==> src/sv/assert_macros.svh <==
// Assertion helpers used by the RTL controller tlnp_ctrl.
`ifndef ASSERT_MACROS_SVH
`define ASSERT_MACROS_SVH

// Same-cycle implication, checked on every rising edge outside reset.
`define CHK_IMPLY(lbl, ck, rs, ante, cons) \
  lbl: assert property (@(posedge ck) disable iff (rs) (ante) |-> (cons)) \
    else $error("same-cycle check failed");

// Next-cycle implication, checked on every rising edge outside reset.
`define CHK_NEXT(lbl, ck, rs, ante, cons) \
  lbl: assert property (@(posedge ck) disable iff (rs) (ante) |=> (cons)) \
    else $error("next-cycle check failed");

`endif

==> src/sv/tlnp_pkg.sv <==
package tlnp_pkg;

  // Pool geometry and field widths.
  localparam int POOL_SIZE = 64;
  localparam int IDX_W     = $clog2(POOL_SIZE);
  localparam int LINK_W    = IDX_W + 1;
  localparam int TAG_W     = 8;
  localparam int CNT_W     = 16;

  localparam logic [CNT_W-1:0] COUNT_MAX = {CNT_W{1'b1}};

  // Operation codes.
  localparam logic [1:0] MODE_SEARCH = 2'd0;
  localparam logic [1:0] MODE_ADD    = 2'd1;
  localparam logic [1:0] MODE_FREE   = 2'd2;

  // Status codes.
  localparam logic [1:0] ST_OK         = 2'd0;
  localparam logic [1:0] ST_NOT_FOUND  = 2'd1;
  localparam logic [1:0] ST_EMPTY      = 2'd2;
  localparam logic [1:0] ST_BAD_HANDLE = 2'd3;

  // Command transaction.
  typedef struct packed {
    logic [1:0]       mode;
    logic             list_present;
    logic [IDX_W-1:0] list_node;
    logic [TAG_W-1:0] item_type;
  } cmd_t;

  // Result transaction.
  typedef struct packed {
    logic             node_valid;
    logic [IDX_W-1:0] result_node;
    logic [CNT_W-1:0] node_count;
    logic [1:0]       status;
  } result_t;

  // One node of the pool as held in the node memory.
  typedef struct packed {
    logic [LINK_W-1:0] next_link;
    logic [IDX_W-1:0]  prev_link;
    logic [TAG_W-1:0]  node_tag;
    logic [CNT_W-1:0]  use_count;
  } entry_t;

  localparam int ENTRY_W = $bits(entry_t);

  // Access request from the sequencer to the node store.
  typedef struct packed {
    logic             rd_en;
    logic [IDX_W-1:0] rd_addr;
    logic             wr_en;
    logic [IDX_W-1:0] wr_addr;
    entry_t           wr_data;
  } mem_req_t;

  // Control states of the sequencer.
  typedef enum logic [3:0] {
    S_IDLE,
    S_WALK,
    S_ALLOC_RD,
    S_ALLOC_FRESH,
    S_ALLOC_NODE,
    S_ALLOC_LINK,
    S_ALLOC_NXT,
    S_FREE_NODE,
    S_FREE_PREV,
    S_FREE_RD_NXT,
    S_FREE_NXT
  } state_t;

  // Builds a result; the node reads as zero when no node is given.
  function automatic result_t mk_result(input logic valid, input logic [IDX_W-1:0] node,
                                        input logic [CNT_W-1:0] count,
                                        input logic [1:0] status);
    result_t r;
    r.node_valid  = valid;
    r.result_node = valid ? node : '0;
    r.node_count  = count;
    r.status      = status;
    return r;
  endfunction

endpackage

==> src/sv/tlnp_ram.sv <==
module tlnp_ram #(
  parameter int ADDR_W = 6,
  parameter int DATA_W = 37
) (
  input  logic              clk,
  input  logic              rd_en,
  input  logic [ADDR_W-1:0] rd_addr,
  output logic [DATA_W-1:0] rd_data,
  input  logic              wr_en,
  input  logic [ADDR_W-1:0] wr_addr,
  input  logic [DATA_W-1:0] wr_data
);

  localparam int DEPTH = 1 << ADDR_W;

  logic [DATA_W-1:0] mem [DEPTH];

  // Write port.
  always_ff @(posedge clk) begin
    if (wr_en) begin
      mem[wr_addr] <= wr_data;
    end
  end

  // Registered read port.
  always_ff @(posedge clk) begin
    if (rd_en) begin
      rd_data <= mem[rd_addr];
    end
  end

endmodule

==> src/sv/tlnp_store.sv <==
module tlnp_store (
  input  logic               clk,
  input  logic               rst,
  input  tlnp_pkg::mem_req_t req,
  output tlnp_pkg::entry_t   rdata
);

  logic [tlnp_pkg::ENTRY_W-1:0]   ram_rdata;
  logic [tlnp_pkg::POOL_SIZE-1:0] written;
  logic                           written_q;
  logic [tlnp_pkg::IDX_W-1:0]     addr_q;
  tlnp_pkg::entry_t               ram_entry;

  tlnp_ram #(
    .ADDR_W (tlnp_pkg::IDX_W),
    .DATA_W (tlnp_pkg::ENTRY_W)
  ) u_ram (
    .clk     (clk),
    .rd_en   (req.rd_en),
    .rd_addr (req.rd_addr),
    .rd_data (ram_rdata),
    .wr_en   (req.wr_en),
    .wr_addr (req.wr_addr),
    .wr_data (req.wr_data)
  );

  // One flag per node: set on the first write, cleared by reset.
  always_ff @(posedge clk) begin
    if (rst) begin
      written <= '0;
    end else if (req.wr_en) begin
      written[req.wr_addr] <= 1'b1;
    end
  end

  // Track the address and flag that go with the data in the read register.
  always_ff @(posedge clk) begin
    if (rst) begin
      written_q <= 1'b0;
    end else if (req.rd_en) begin
      written_q <= written[req.rd_addr];
    end
  end

  always_ff @(posedge clk) begin
    if (req.rd_en) begin
      addr_q <= req.rd_addr;
    end
  end

  // A node never written reads as the reset free chain: next is index plus one,
  // count is zero.
  always_comb begin
    ram_entry = tlnp_pkg::entry_t'(ram_rdata);
    rdata     = ram_entry;
    if (!written_q) begin
      rdata.next_link = tlnp_pkg::LINK_W'(addr_q) + tlnp_pkg::LINK_W'(1);
      rdata.use_count = '0;
    end
  end

endmodule

==> src/sv/tlnp_ctrl.sv <==
`include "assert_macros.svh"

module tlnp_ctrl (
  input  logic               clk,
  input  logic               rst,
  input  logic               start,
  input  tlnp_pkg::cmd_t     cmd,
  output logic               busy,
  output logic               done,
  output tlnp_pkg::result_t  result,
  output tlnp_pkg::mem_req_t req,
  input  tlnp_pkg::entry_t   rdata
);

  tlnp_pkg::state_t             state, state_next;
  tlnp_pkg::cmd_t               cmd_q, cmd_q_next;
  logic [tlnp_pkg::IDX_W-1:0]   cur, cur_next;
  logic [tlnp_pkg::IDX_W-1:0]   steps, steps_next;
  logic [tlnp_pkg::LINK_W-1:0]  free_head, free_head_next;
  logic [tlnp_pkg::IDX_W-1:0]   fresh, fresh_next;
  logic [tlnp_pkg::LINK_W-1:0]  lnk_a, lnk_a_next;
  logic [tlnp_pkg::IDX_W-1:0]   lnk_b, lnk_b_next;
  tlnp_pkg::result_t            res, res_next;
  logic                         res_stb, res_stb_next;
  logic [tlnp_pkg::CNT_W-1:0]   cnt_dec;
  logic [tlnp_pkg::CNT_W-1:0]   cnt_inc;
  logic                         walk_last;

  assign busy   = (state != tlnp_pkg::S_IDLE);
  assign done   = res_stb;
  assign result = res;

  // Control registers.
  always_ff @(posedge clk) begin
    if (rst) begin
      state     <= tlnp_pkg::S_IDLE;
      free_head <= '0;
      res_stb   <= 1'b0;
    end else begin
      state     <= state_next;
      free_head <= free_head_next;
      res_stb   <= res_stb_next;
    end
  end

  // Working and result registers.
  always_ff @(posedge clk) begin
    cmd_q <= cmd_q_next;
    cur   <= cur_next;
    steps <= steps_next;
    fresh <= fresh_next;
    lnk_a <= lnk_a_next;
    lnk_b <= lnk_b_next;
    res   <= res_next;
  end

  // Count arithmetic on the entry just read.
  assign cnt_dec = rdata.use_count - tlnp_pkg::CNT_W'(1);
  assign cnt_inc = (rdata.use_count == tlnp_pkg::COUNT_MAX) ? tlnp_pkg::COUNT_MAX :
                   rdata.use_count + tlnp_pkg::CNT_W'(1);

  // The walk stops at the end of a chain, back at its start, or after a full pool.
  assign walk_last = rdata.next_link[tlnp_pkg::IDX_W] ||
                     (rdata.next_link[tlnp_pkg::IDX_W-1:0] == cmd_q.list_node) ||
                     (steps == tlnp_pkg::IDX_W'(tlnp_pkg::POOL_SIZE - 1));

  // Sequencer: next state, memory accesses and results.
  always_comb begin
    state_next     = state;
    cmd_q_next     = cmd_q;
    cur_next       = cur;
    steps_next     = steps;
    free_head_next = free_head;
    fresh_next     = fresh;
    lnk_a_next     = lnk_a;
    lnk_b_next     = lnk_b;
    res_next       = res;
    res_stb_next   = 1'b0;
    req            = '0;

    unique case (state)
      tlnp_pkg::S_IDLE: begin
        if (start) begin
          cmd_q_next = cmd;
          if ((cmd.mode != tlnp_pkg::MODE_SEARCH && cmd.mode != tlnp_pkg::MODE_ADD &&
               cmd.mode != tlnp_pkg::MODE_FREE) ||
              (cmd.mode != tlnp_pkg::MODE_ADD && !cmd.list_present)) begin
            res_next     = tlnp_pkg::mk_result(1'b0, '0, '0, tlnp_pkg::ST_BAD_HANDLE);
            res_stb_next = 1'b1;
          end else if (!cmd.list_present) begin
            state_next = tlnp_pkg::S_ALLOC_RD;
          end else if (cmd.mode == tlnp_pkg::MODE_FREE) begin
            req.rd_en   = 1'b1;
            req.rd_addr = cmd.list_node;
            state_next  = tlnp_pkg::S_FREE_NODE;
          end else begin
            req.rd_en   = 1'b1;
            req.rd_addr = cmd.list_node;
            cur_next    = cmd.list_node;
            steps_next  = '0;
            state_next  = tlnp_pkg::S_WALK;
          end
        end
      end

      // One list member per cycle; the entry of cur is in the read register.
      tlnp_pkg::S_WALK: begin
        if (rdata.use_count == '0) begin
          if (steps == '0) begin
            res_next     = tlnp_pkg::mk_result(1'b0, '0, '0, tlnp_pkg::ST_BAD_HANDLE);
            res_stb_next = 1'b1;
            state_next   = tlnp_pkg::S_IDLE;
          end else if (cmd_q.mode == tlnp_pkg::MODE_SEARCH) begin
            res_next     = tlnp_pkg::mk_result(1'b0, '0, '0, tlnp_pkg::ST_NOT_FOUND);
            res_stb_next = 1'b1;
            state_next   = tlnp_pkg::S_IDLE;
          end else begin
            state_next = tlnp_pkg::S_ALLOC_RD;
          end
        end else if (rdata.node_tag == cmd_q.item_type) begin
          if (cmd_q.mode == tlnp_pkg::MODE_SEARCH) begin
            res_next = tlnp_pkg::mk_result(1'b1, cur, rdata.use_count, tlnp_pkg::ST_OK);
          end else begin
            req.wr_en             = 1'b1;
            req.wr_addr           = cur;
            req.wr_data           = rdata;
            req.wr_data.use_count = cnt_inc;
            res_next = tlnp_pkg::mk_result(1'b1, cur, cnt_inc, tlnp_pkg::ST_OK);
          end
          res_stb_next = 1'b1;
          state_next   = tlnp_pkg::S_IDLE;
        end else if (walk_last) begin
          if (cmd_q.mode == tlnp_pkg::MODE_SEARCH) begin
            res_next     = tlnp_pkg::mk_result(1'b0, '0, '0, tlnp_pkg::ST_NOT_FOUND);
            res_stb_next = 1'b1;
            state_next   = tlnp_pkg::S_IDLE;
          end else begin
            state_next = tlnp_pkg::S_ALLOC_RD;
          end
        end else begin
          req.rd_en   = 1'b1;
          req.rd_addr = rdata.next_link[tlnp_pkg::IDX_W-1:0];
          cur_next    = rdata.next_link[tlnp_pkg::IDX_W-1:0];
          steps_next  = steps + tlnp_pkg::IDX_W'(1);
        end
      end

      // Take the head of the free chain, if there is one.
      tlnp_pkg::S_ALLOC_RD: begin
        if (free_head[tlnp_pkg::IDX_W]) begin
          res_next     = tlnp_pkg::mk_result(1'b0, '0, '0, tlnp_pkg::ST_EMPTY);
          res_stb_next = 1'b1;
          state_next   = tlnp_pkg::S_IDLE;
        end else begin
          req.rd_en   = 1'b1;
          req.rd_addr = free_head[tlnp_pkg::IDX_W-1:0];
          fresh_next  = free_head[tlnp_pkg::IDX_W-1:0];
          state_next  = tlnp_pkg::S_ALLOC_FRESH;
        end
      end

      // Pop the fresh node; a new one-node list is finished here.
      tlnp_pkg::S_ALLOC_FRESH: begin
        free_head_next = rdata.next_link;
        if (!cmd_q.list_present) begin
          req.wr_en             = 1'b1;
          req.wr_addr           = fresh;
          req.wr_data.next_link = tlnp_pkg::LINK_W'(fresh);
          req.wr_data.prev_link = fresh;
          req.wr_data.node_tag  = cmd_q.item_type;
          req.wr_data.use_count = tlnp_pkg::CNT_W'(1);
          res_next     = tlnp_pkg::mk_result(1'b1, fresh, tlnp_pkg::CNT_W'(1), tlnp_pkg::ST_OK);
          res_stb_next = 1'b1;
          state_next   = tlnp_pkg::S_IDLE;
        end else begin
          req.rd_en   = 1'b1;
          req.rd_addr = cmd_q.list_node;
          state_next  = tlnp_pkg::S_ALLOC_NODE;
        end
      end

      // Point the given member at the fresh node, keeping its old successor.
      tlnp_pkg::S_ALLOC_NODE: begin
        lnk_a_next            = rdata.next_link;
        req.wr_en             = 1'b1;
        req.wr_addr           = cmd_q.list_node;
        req.wr_data           = rdata;
        req.wr_data.next_link = tlnp_pkg::LINK_W'(fresh);
        state_next            = tlnp_pkg::S_ALLOC_LINK;
      end

      // Fill in the fresh node and fetch its successor.
      tlnp_pkg::S_ALLOC_LINK: begin
        req.wr_en             = 1'b1;
        req.wr_addr           = fresh;
        req.wr_data.next_link = lnk_a;
        req.wr_data.prev_link = cmd_q.list_node;
        req.wr_data.node_tag  = cmd_q.item_type;
        req.wr_data.use_count = tlnp_pkg::CNT_W'(1);
        if (lnk_a[tlnp_pkg::IDX_W]) begin
          res_next     = tlnp_pkg::mk_result(1'b1, fresh, tlnp_pkg::CNT_W'(1), tlnp_pkg::ST_OK);
          res_stb_next = 1'b1;
          state_next   = tlnp_pkg::S_IDLE;
        end else begin
          req.rd_en   = 1'b1;
          req.rd_addr = lnk_a[tlnp_pkg::IDX_W-1:0];
          state_next  = tlnp_pkg::S_ALLOC_NXT;
        end
      end

      // The successor now points back at the fresh node.
      tlnp_pkg::S_ALLOC_NXT: begin
        req.wr_en             = 1'b1;
        req.wr_addr           = lnk_a[tlnp_pkg::IDX_W-1:0];
        req.wr_data           = rdata;
        req.wr_data.prev_link = fresh;
        res_next     = tlnp_pkg::mk_result(1'b1, fresh, tlnp_pkg::CNT_W'(1), tlnp_pkg::ST_OK);
        res_stb_next = 1'b1;
        state_next   = tlnp_pkg::S_IDLE;
      end

      // Drop one use; on the last one unlink the node and push it as free.
      tlnp_pkg::S_FREE_NODE: begin
        if (rdata.use_count == '0) begin
          res_next     = tlnp_pkg::mk_result(1'b0, '0, '0, tlnp_pkg::ST_BAD_HANDLE);
          res_stb_next = 1'b1;
          state_next   = tlnp_pkg::S_IDLE;
        end else if (cnt_dec != '0) begin
          req.wr_en             = 1'b1;
          req.wr_addr           = cmd_q.list_node;
          req.wr_data           = rdata;
          req.wr_data.use_count = cnt_dec;
          res_next     = tlnp_pkg::mk_result(1'b1, cmd_q.list_node, cnt_dec, tlnp_pkg::ST_OK);
          res_stb_next = 1'b1;
          state_next   = tlnp_pkg::S_IDLE;
        end else begin
          lnk_a_next            = rdata.next_link;
          lnk_b_next            = rdata.prev_link;
          req.wr_en             = 1'b1;
          req.wr_addr           = cmd_q.list_node;
          req.wr_data           = rdata;
          req.wr_data.next_link = free_head;
          req.wr_data.use_count = '0;
          free_head_next        = tlnp_pkg::LINK_W'(cmd_q.list_node);
          if (rdata.prev_link == cmd_q.list_node) begin
            res_next     = tlnp_pkg::mk_result(1'b0, '0, '0, tlnp_pkg::ST_OK);
            res_stb_next = 1'b1;
            state_next   = tlnp_pkg::S_IDLE;
          end else begin
            req.rd_en   = 1'b1;
            req.rd_addr = rdata.prev_link;
            state_next  = tlnp_pkg::S_FREE_PREV;
          end
        end
      end

      // The previous member skips over the freed node.
      tlnp_pkg::S_FREE_PREV: begin
        req.wr_en             = 1'b1;
        req.wr_addr           = lnk_b;
        req.wr_data           = rdata;
        req.wr_data.next_link = lnk_a;
        if (lnk_a[tlnp_pkg::IDX_W]) begin
          res_next     = tlnp_pkg::mk_result(1'b1, lnk_b, '0, tlnp_pkg::ST_OK);
          res_stb_next = 1'b1;
          state_next   = tlnp_pkg::S_IDLE;
        end else begin
          state_next = tlnp_pkg::S_FREE_RD_NXT;
        end
      end

      // The successor may be the member just written, so it is read afterwards.
      tlnp_pkg::S_FREE_RD_NXT: begin
        req.rd_en   = 1'b1;
        req.rd_addr = lnk_a[tlnp_pkg::IDX_W-1:0];
        state_next  = tlnp_pkg::S_FREE_NXT;
      end

      tlnp_pkg::S_FREE_NXT: begin
        req.wr_en             = 1'b1;
        req.wr_addr           = lnk_a[tlnp_pkg::IDX_W-1:0];
        req.wr_data           = rdata;
        req.wr_data.prev_link = lnk_b;
        res_next     = tlnp_pkg::mk_result(1'b1, lnk_b, '0, tlnp_pkg::ST_OK);
        res_stb_next = 1'b1;
        state_next   = tlnp_pkg::S_IDLE;
      end

      default: begin
        state_next = tlnp_pkg::S_IDLE;
      end
    endcase
  end

  // A node is never read in the cycle it is written.
  `CHK_IMPLY(a_no_rw_clash, clk, rst, req.rd_en && req.wr_en, req.rd_addr != req.wr_addr)
  // A result only follows an accepted command or a busy cycle.
  `CHK_IMPLY(a_done_cause, clk, rst, res_stb, $past(state != tlnp_pkg::S_IDLE || start))
  // Pool empty is only reported while the free chain is empty.
  `CHK_IMPLY(a_empty_real, clk, rst, res_stb && res.status == tlnp_pkg::ST_EMPTY,
             free_head[tlnp_pkg::IDX_W])
  // Releasing the last use pushes that node on the free chain.
  `CHK_NEXT(a_free_push, clk, rst,
            state == tlnp_pkg::S_FREE_NODE && rdata.use_count == tlnp_pkg::CNT_W'(1),
            !free_head[tlnp_pkg::IDX_W] && free_head[tlnp_pkg::IDX_W-1:0] == cmd_q.list_node)

endmodule

==> src/sv/typed_list_node_pool_unit.sv <==
// A search walks the list from the given member, one member per cycle; an add does
// that walk, if given a list, and bumps a match's count, else takes a free node and
// links it in; a free drops a use and, on the last one, unlinks the node. A command
// refused on its mode or on a missing list answers in the next cycle. One command at a
// time; a walk visits at most a full pool of members through the single read port.
// The result strobe cannot be stalled; reset is synchronous and frees all nodes at once.
module typed_list_node_pool_unit (
  input  logic              clk,
  input  logic              rst,
  input  logic              start,
  input  tlnp_pkg::cmd_t    cmd,
  output logic              busy,
  output logic              done,
  output tlnp_pkg::result_t result
);

  tlnp_pkg::mem_req_t req;
  tlnp_pkg::entry_t   rdata;

  tlnp_ctrl u_ctrl (
    .clk    (clk),
    .rst    (rst),
    .start  (start),
    .cmd    (cmd),
    .busy   (busy),
    .done   (done),
    .result (result),
    .req    (req),
    .rdata  (rdata)
  );

  tlnp_store u_store (
    .clk   (clk),
    .rst   (rst),
    .req   (req),
    .rdata (rdata)
  );

endmodule

==> config.mk <==
export PLATFORM = sky130hd
export DESIGN_NAME = typed_list_node_pool_unit
export DESIGN_NICKNAME = d
export VERILOG_FILES = /design/src/sv/tlnp_pkg.sv /design/src/sv/tlnp_ram.sv /design/src/sv/tlnp_store.sv /design/src/sv/tlnp_ctrl.sv /design/src/sv/typed_list_node_pool_unit.sv
export VERILOG_INCLUDE_DIRS = /design/src /design/src/sv
export SDC_FILE = /design/constraint.sdc
export NUM_CORES = 2
export LEC_CHECK = 0
export ABC_CLOCK_PERIOD_IN_PS = 7550
export BUFFER_PORTS_ARGS = -buffer_cell sky130_fd_sc_hd__buf_2
export CAP_MARGIN = 20
export CORE_ASPECT_RATIO = 0.8
export CORE_MARGIN = 2
export CORE_UTILIZATION = 55
export CTS_CLUSTER_SIZE = 16
export DETAILED_ROUTE_END_ITERATION = 12
export GPL_TIMING_DRIVEN = 0
export PLACE_DENSITY_LB_ADDON = 0.05
export SETUP_SLACK_MARGIN = 0.3
export SYNTH_ARGS = -nofsm -noshare
export SYNTH_HDL_FRONTEND = slang
export SYNTH_HIERARCHICAL = 1
export SYNTH_SLANG_ARGS = --single-unit
export TNS_END_PERCENT = 100
==> constraint.sdc <==
create_clock -name clk -period 7.55 [get_ports clk]
set_clock_uncertainty 0.05 [all_clocks]
set_input_delay 1.51 -clock clk [delete_from_list [all_inputs] [get_ports clk]]
set_output_delay 1.51 -clock clk [all_outputs]
set_load 0.02 [all_outputs]
-- Word level (Yosys, flattened, before mapping)
Memories as Yosys holds them, arrays and structs flattened. A register that Yosys moved wholly into a read port is not among the register bits.
Cells that the tools add are included.
- multiply operators: 0
- muxes and demuxes: 96
- divide/modulo/power cells: 0
- shift operators: 0
- eq/ne operators: 34
- reductions and logical operators: 29
- add/sub/neg operators: 4
- magnitude comparators: 3
- bitwise logic cells: 4
- operator list (cell ; count):
    one-hot mux 44 bit (8 select lines) ; 1
    2-to-1 mux 25 bit ; 14
    one-hot mux 25 bit (9 select lines) ; 1
    2-to-1 mux 44 bit ; 3
    2-to-1 mux 7 bit ; 15
    2-to-1 mux 51 bit ; 2
    2-to-1 mux 6 bit ; 14
    bitwise OR 64 bit ; 1
    one-hot mux 7 bit (7 select lines) ; 1
    2-to-1 mux 37 bit ; 1
    2-to-1 mux 4 bit ; 9
    one-hot mux 4 bit (9 select lines) ; 1
    2-to-1 mux 16 bit ; 2
    one-hot mux 7 bit (2 select lines) ; 2
    one-hot mux 6 bit (2 select lines) ; 2
    inequality test 2 bit, second input constant ; 11
    2-to-1 mux 18 bit ; 1
    2-to-1 mux 1 bit ; 17
    adder 16 x 1 -> 16 bit, second input constant ; 1
    == test 16 bit, second input constant ; 1
    == test 4 x 3 -> 1 bit, second input constant ; 4
    zero test 16 bit ; 1
    nonzero test 16 bit ; 1
    subtractor 16 x 1 -> 16 bit, second input constant ; 1
    other kinds (33) ; 63
- memories: 1
- RAM bits: 2368
- bits in registers: 156
- latch bits: 0
- input bits: 20
- output and inout bits: 27
- memory bits (read-only): 0
- memories (memory ; words ; bits a word ; rd ports ; clocked after memory_dff ; write ports ; line ; source):
    u_store.u_ram.mem ; 64 ; 37 ; 1 ; 1 ; 1 ; tlnp_ram.sv:16 ; logic [DATA_W-1:0] mem [DEPTH];

-- Longest topological paths before layout
- word-level depth: 14
- gate-level depth with buffers: 25

-- By module
The synthesis kept the hierarchy.
- by module, submodules not included (module ; sequential area each (sq um) ; cells an instance ; instances ; area an instance (sq um)):
    tlnp_ram ; 72219.3 ; 4066 ; 1 ; 91462.7
    tlnp_ctrl ; 2432.3 ; 772 ; 1 ; 6457.4
    tlnp_store ; 1481.4 ; 338 ; 1 ; 3158.0

-- Least setup slack after synthesis
No wires, ideal clock.
- path kind: register to register
- from: reg u_store.written_q
- to: mem u_store.u_ram.mem[28][0] (enable)
- slack: 1459 ps
- arrival time: 5610 ps
- period minus slack after synthesis: 6091 ps
- cell stages (with the launch flop): 21
- data required time: 7069 ps
- cell sequence: dfxtp_1 buf_2 and2_1 clkbuf_1 inv_1 ha_1 buf_2 or4b_1 buf_2 nor4_4 nand2_2 and4_1 clkbuf_1 clkbuf_1 nand2_1 o211ai_1 clkbuf_1 or3b_2 or2_2 clkbuf_1 nor2_1
- RTL lines (item ; line ; source):
    from (decl) ; tlnp_store.sv:10 ; logic written_q;
    from (signal assigned) ; tlnp_store.sv:41 ; written_q <= written[req.rd_addr];
    to (decl) ; tlnp_ram.sv:16 ;

==> results.json <==
{
  "status": "finished clean",
  "library_cell_with_the_largest_summed_area_after_synthesis": "edfxtp_1",
  "synthMuxAreaShare_pct": 14.12,
  "p_int_mw": 24.28,
  "synth_area_um2": 101100,
  "fin_area_um2": 116600,
  "power_density_cells_nw_per_um2": 287.4,
  "ys_async_sr_fraction_pct": 0,
  "totalWireLength_mm": 313.8,
  "setup.worst_path.start": "u_ctrl/cmd_q[4]",
  "synth_enable_flop_cells": 2484,
  "grt_pass1_vias": 53940,
  "rsz0062_at_grt": "yes",
  "layout_common_cells": "edfxtp_1 (2,484), mux4_2 (525), clkbuf_16 (248), clkbuf_1 (194), nand2_1 (183)",
  "critical_path.max_fanout": 20,
  "num-fill-cells": 12500,
  "yosysUniqueCellTypes": 83,
  "cts_root_buf": "clkbuf_16",
  "crit_start_category": "register",
  "slew_headroom_pct": 19.02,
  "synth_nets": 5202,
  "power.share.clock_pct": 35.2,
  "post_synth_top_area_share_pct": 73.80,
  "via_count": 57270,
  "drt.antenna.violating_nets": 0,
  "crit_path_end": "u_store/u_ram/mem[11][23]",
  "floorplan.core_area_um2": 182400,
  "die_x_um": 483.3,
  "max_freq_mhz": 138.7,
  "cts_max_path_buffers": 3,
  "numCtsBuffers": 240,
  "dr.first_iter.drc_count": 8933,
  "cp_common_cell": "clkbuf_1",
  "least_margin_pin_slew_ns": 1.210,
  "comb_power_share_pct": 16.9,
  "ys_seq_area_share_pct": 75.32,
  "grt_use_total_pct": 33.53,
  "report.final.slew_viol_count": 0,
  "final_core_util_pct": 63.92,
  "required_ns": 8.02,
  "period_share_pct": 95.49,
  "post_synthesis_adder_cell_area_fraction_pct": 0.07427,
  "timing.critical_path.to_type": "register",
  "grt-ovfl-total": 0,
  "cellLeakagePower_nw": 32.93,
  "clock_pin_slew_on_the_worst_setup_and_hold_paths_ns": 0.06,
  "wire_per_inst_um": 37.89,
  "hold_viol": 0,
  "layout_commonest_cell": "edfxtp_1",
  "mean_instance_size_in_the_synthesized_netlist_um2": 19.53,
  "post_synth_xor_area_fraction_pct": 0.3553,
  "clock_tree.htree_level_count": 4,
  "max-cap-violations": 0,
  "final_period_minus_worst_setup_slack_ns": 7.209,
  "cts_tree": "done",
  "max-vdd-ir-drop_v": 0.0002339,
  "num_rows": 140,
  "post_dp_cell_area_um2": 108400,
  "switchingPower_mw": 9.220,
  "cts_hold_buf": 0,
  "worstSetupPathType": "register to register",
  "cts.sinks": 2561,
  "drt_pass1_iterations": 6,
  "antenna_found_initial": 13,
  "drive_above_1_share_pct": 25.73,
  "finalSetupViolations": 0,
  "flip_flop_cell_with_the_highest_count_after_synthesis": "edfxtp_1",
  "synth_simple_gate_area_share_pct": 4.099,
  "yosysWarningCount": 6,
  "timing.rr.start": "u_ctrl/cmd_q[4]",
  "clk_latency_ns": 0.86,
  "syn-instance-count": 5176,
  "hpwlAfterDp_mm": 215.3,
  "crit_arrival_ns": 7.68,
  "chipHeight_um": 387.4,
  "share_of_the_synthesized_area_in_compound_gates_ao_oa_aoi_oai_pct": 4.285,
  "die-area_um2": 187200,
  "cell_by_cell_trace_of_the_critical_path": "xnor2_1 > nand4_1 > nor2_1 > and4_1 > clkbuf_1 > clkbuf_2 > nand2_1 > o211ai_1 > buf_4 > clkbuf_1 > nand3b_1 > or2_2 > clkbuf_1 > nor2_4 > buf_12",
  "wire_length_of_the_first_global_routing_pass_mm": 434.4,
  "timing.hold.worst.class": "register to register",
  "place.gp.congestion": 0.9193,
  "worst_path_largest_cell_delay_ns": 0.97,
  "vias_per_cell": 6.915,
  "pwr-share-seq_pct": 47.9,
  "area_growth_pct": 15.31,
  "synth.ff_latch_count": 2561,
  "io_pins": 47,
  "r2r_slack_ns": 0.34,
  "nets": 5690,
  "worst_r2r_endpoint": "u_store/u_ram/mem[11][23]",
  "synth.area.top_cells": "edfxtp_1 (74%), mux4_2 (12%), mux2i_1 (1.6%)",
  "r2r.worst_path.cells": 15,
  "largest_family_of_logic_cells_by_synthesized_area": "multiplexers",
  "effective_utilization_at_floorplan_pct": 55.43,
  "placement.io_buffers": 46,
  "swShare_pct": 27.52,
  "timing.critical_path.slowest_stage_cell": "nor2_1",
  "route.detailed.drc": 0,
  "hold-worst-slack_ns": 0.4094,
  "grt_max_degree": 65
}
-- cells in the mapped netlist (20+ instances only) --
cell,instances
a21oi_1,130
a211oi_1,21
nand4_1,74
and2_1,22
inv_1,26
and3_1,31
mux2i_1,159
nand2_1,194
a222oi_1,25
o21ai_0,40
mux4_2,525
buf_1,24
dfxtp_1,77
buf_2,80
clkbuf_1,175
o22ai_1,94
nand3_1,96
a221o_1,33
xnor2_1,25
o221ai_1,62
nor3_1,36
mux2_2,60
buf_4,28
a22oi_1,74
nor2_1,261
edfxtp_1,2484
buf_6,20
nor2b_1,24
a31oi_1,31
-- sequential cells by signal, indices dropped and copies added, names as in the netlist --
register	cells
u_store/written	64
u_ctrl/lnk_b	6
u_store/written_q	1
u_ctrl/lnk_a	7
u_ctrl/state	4
u_ctrl/done	1
u_ctrl/cur	6
u_ctrl/fresh	6
u_store/u_ram/rd_data	37
u_ctrl/result	25
u_store/addr_q	6
u_ctrl/free_head	7
u_store/u_ram/mem	2368
u_ctrl/cmd_q	17
u_ctrl/steps	6
-- what timing repair did --
item,4_1_cts,5_1_grt
setup endpoints to repair,173,695
pin swaps,3,9
setup buffers,5,17
resized for setup,64,85
-- through the flow --
stage / total power [mW] / worst slack (ns) / TNS (ns) / std cells
after CTS: 33.45 / 0.3011 / 0 / 8256
after global placement: 21.65 / -3.759 / -6938.73 / 7636
after detailed placement: 21.80 / -0.9534 / -14.68 / 7808
after floorplan: 19.35 / 1.459 / 0 / 5176
final: 33.50 / 0.3407 / 0 / 8282
after global routing: 34.34 / 0.1699 / 0 / 8279
-- layout make-up --
class                           count  area (um2)  area share, %
Antenna cell                        3       7.507       0.006441
Buffer                            333        1777          1.524
Clock buffer                      310        6449          5.533
Clock inverter                    133        1134         0.9726
Inverter                           26       97.59        0.08373
Multi-Input combinational cell   2256       24040          20.63
Sequential cell                  2561       76130          65.32
Tap cell                         2414        3020          2.591
Timing Repair Buffer              246        3896          3.343
-- layer usage --
layer	up-vias	global-route usage, %	share of wire [%]
li1	22500	-	-
met1	30480	51.30	40
met2	3856	48.44	44
met3	436	8.389	13
met4	4	9.291	3.0
met5	-	0	0.0073
-- worst max-delay path: cells and delay by family, from the launching register on --
| family | cells | cell delay, ns |
|---|---|---|
| XOR/XNOR | 1 | 0.53 |
| buffers and inverters | 6 | 2.08 |
| flip-flops | 1 | 0.56 |
| AND/OR/NAND/NOR | 7 | 3.22 |
| AO/OA/AOI/OAI | 1 | 0.34 |
-- worst min path at each step --
stage                         from             endpoint  cells after the start
3_5_place_dp   u_store/written[59]  u_store/written[59]                      2
4_1_cts        u_store/written[59]  u_store/written[59]                      2
6_report       u_store/written[59]  u_store/written[59]                      2
3_3_place_gp   u_store/written[54]  u_store/written[54]                      2
2_1_floorplan  u_store/written[11]  u_store/written[11]                      2
5_1_grt        u_store/written[39]  u_store/written[39]                      2
-- cells by family (layout without fill, tap and decap cells) --
kind of cell,count (synthesis),in the layout
compound gates,610,610
xor+xnor,41,41
mux,751,751
flops,2561,2561
fa+ha+maj,6,6
simple gates,848,848
buf+inv,359,1048
other cells,0,3
-- power by group through the flow --
stage	combinational (mW)	clock [mW]	sequential, mW
2_1_floorplan	3.00	0	16.4
3_3_place_gp	5.27	0	16.4
3_5_place_dp	5.45	0	16.3
4_1_cts	5.50	11.9	16.0
5_1_grt	5.85	12.4	16.1
6_report	5.67	11.8	16.0
No activity file was read; power rests on OpenSTA's default activity.
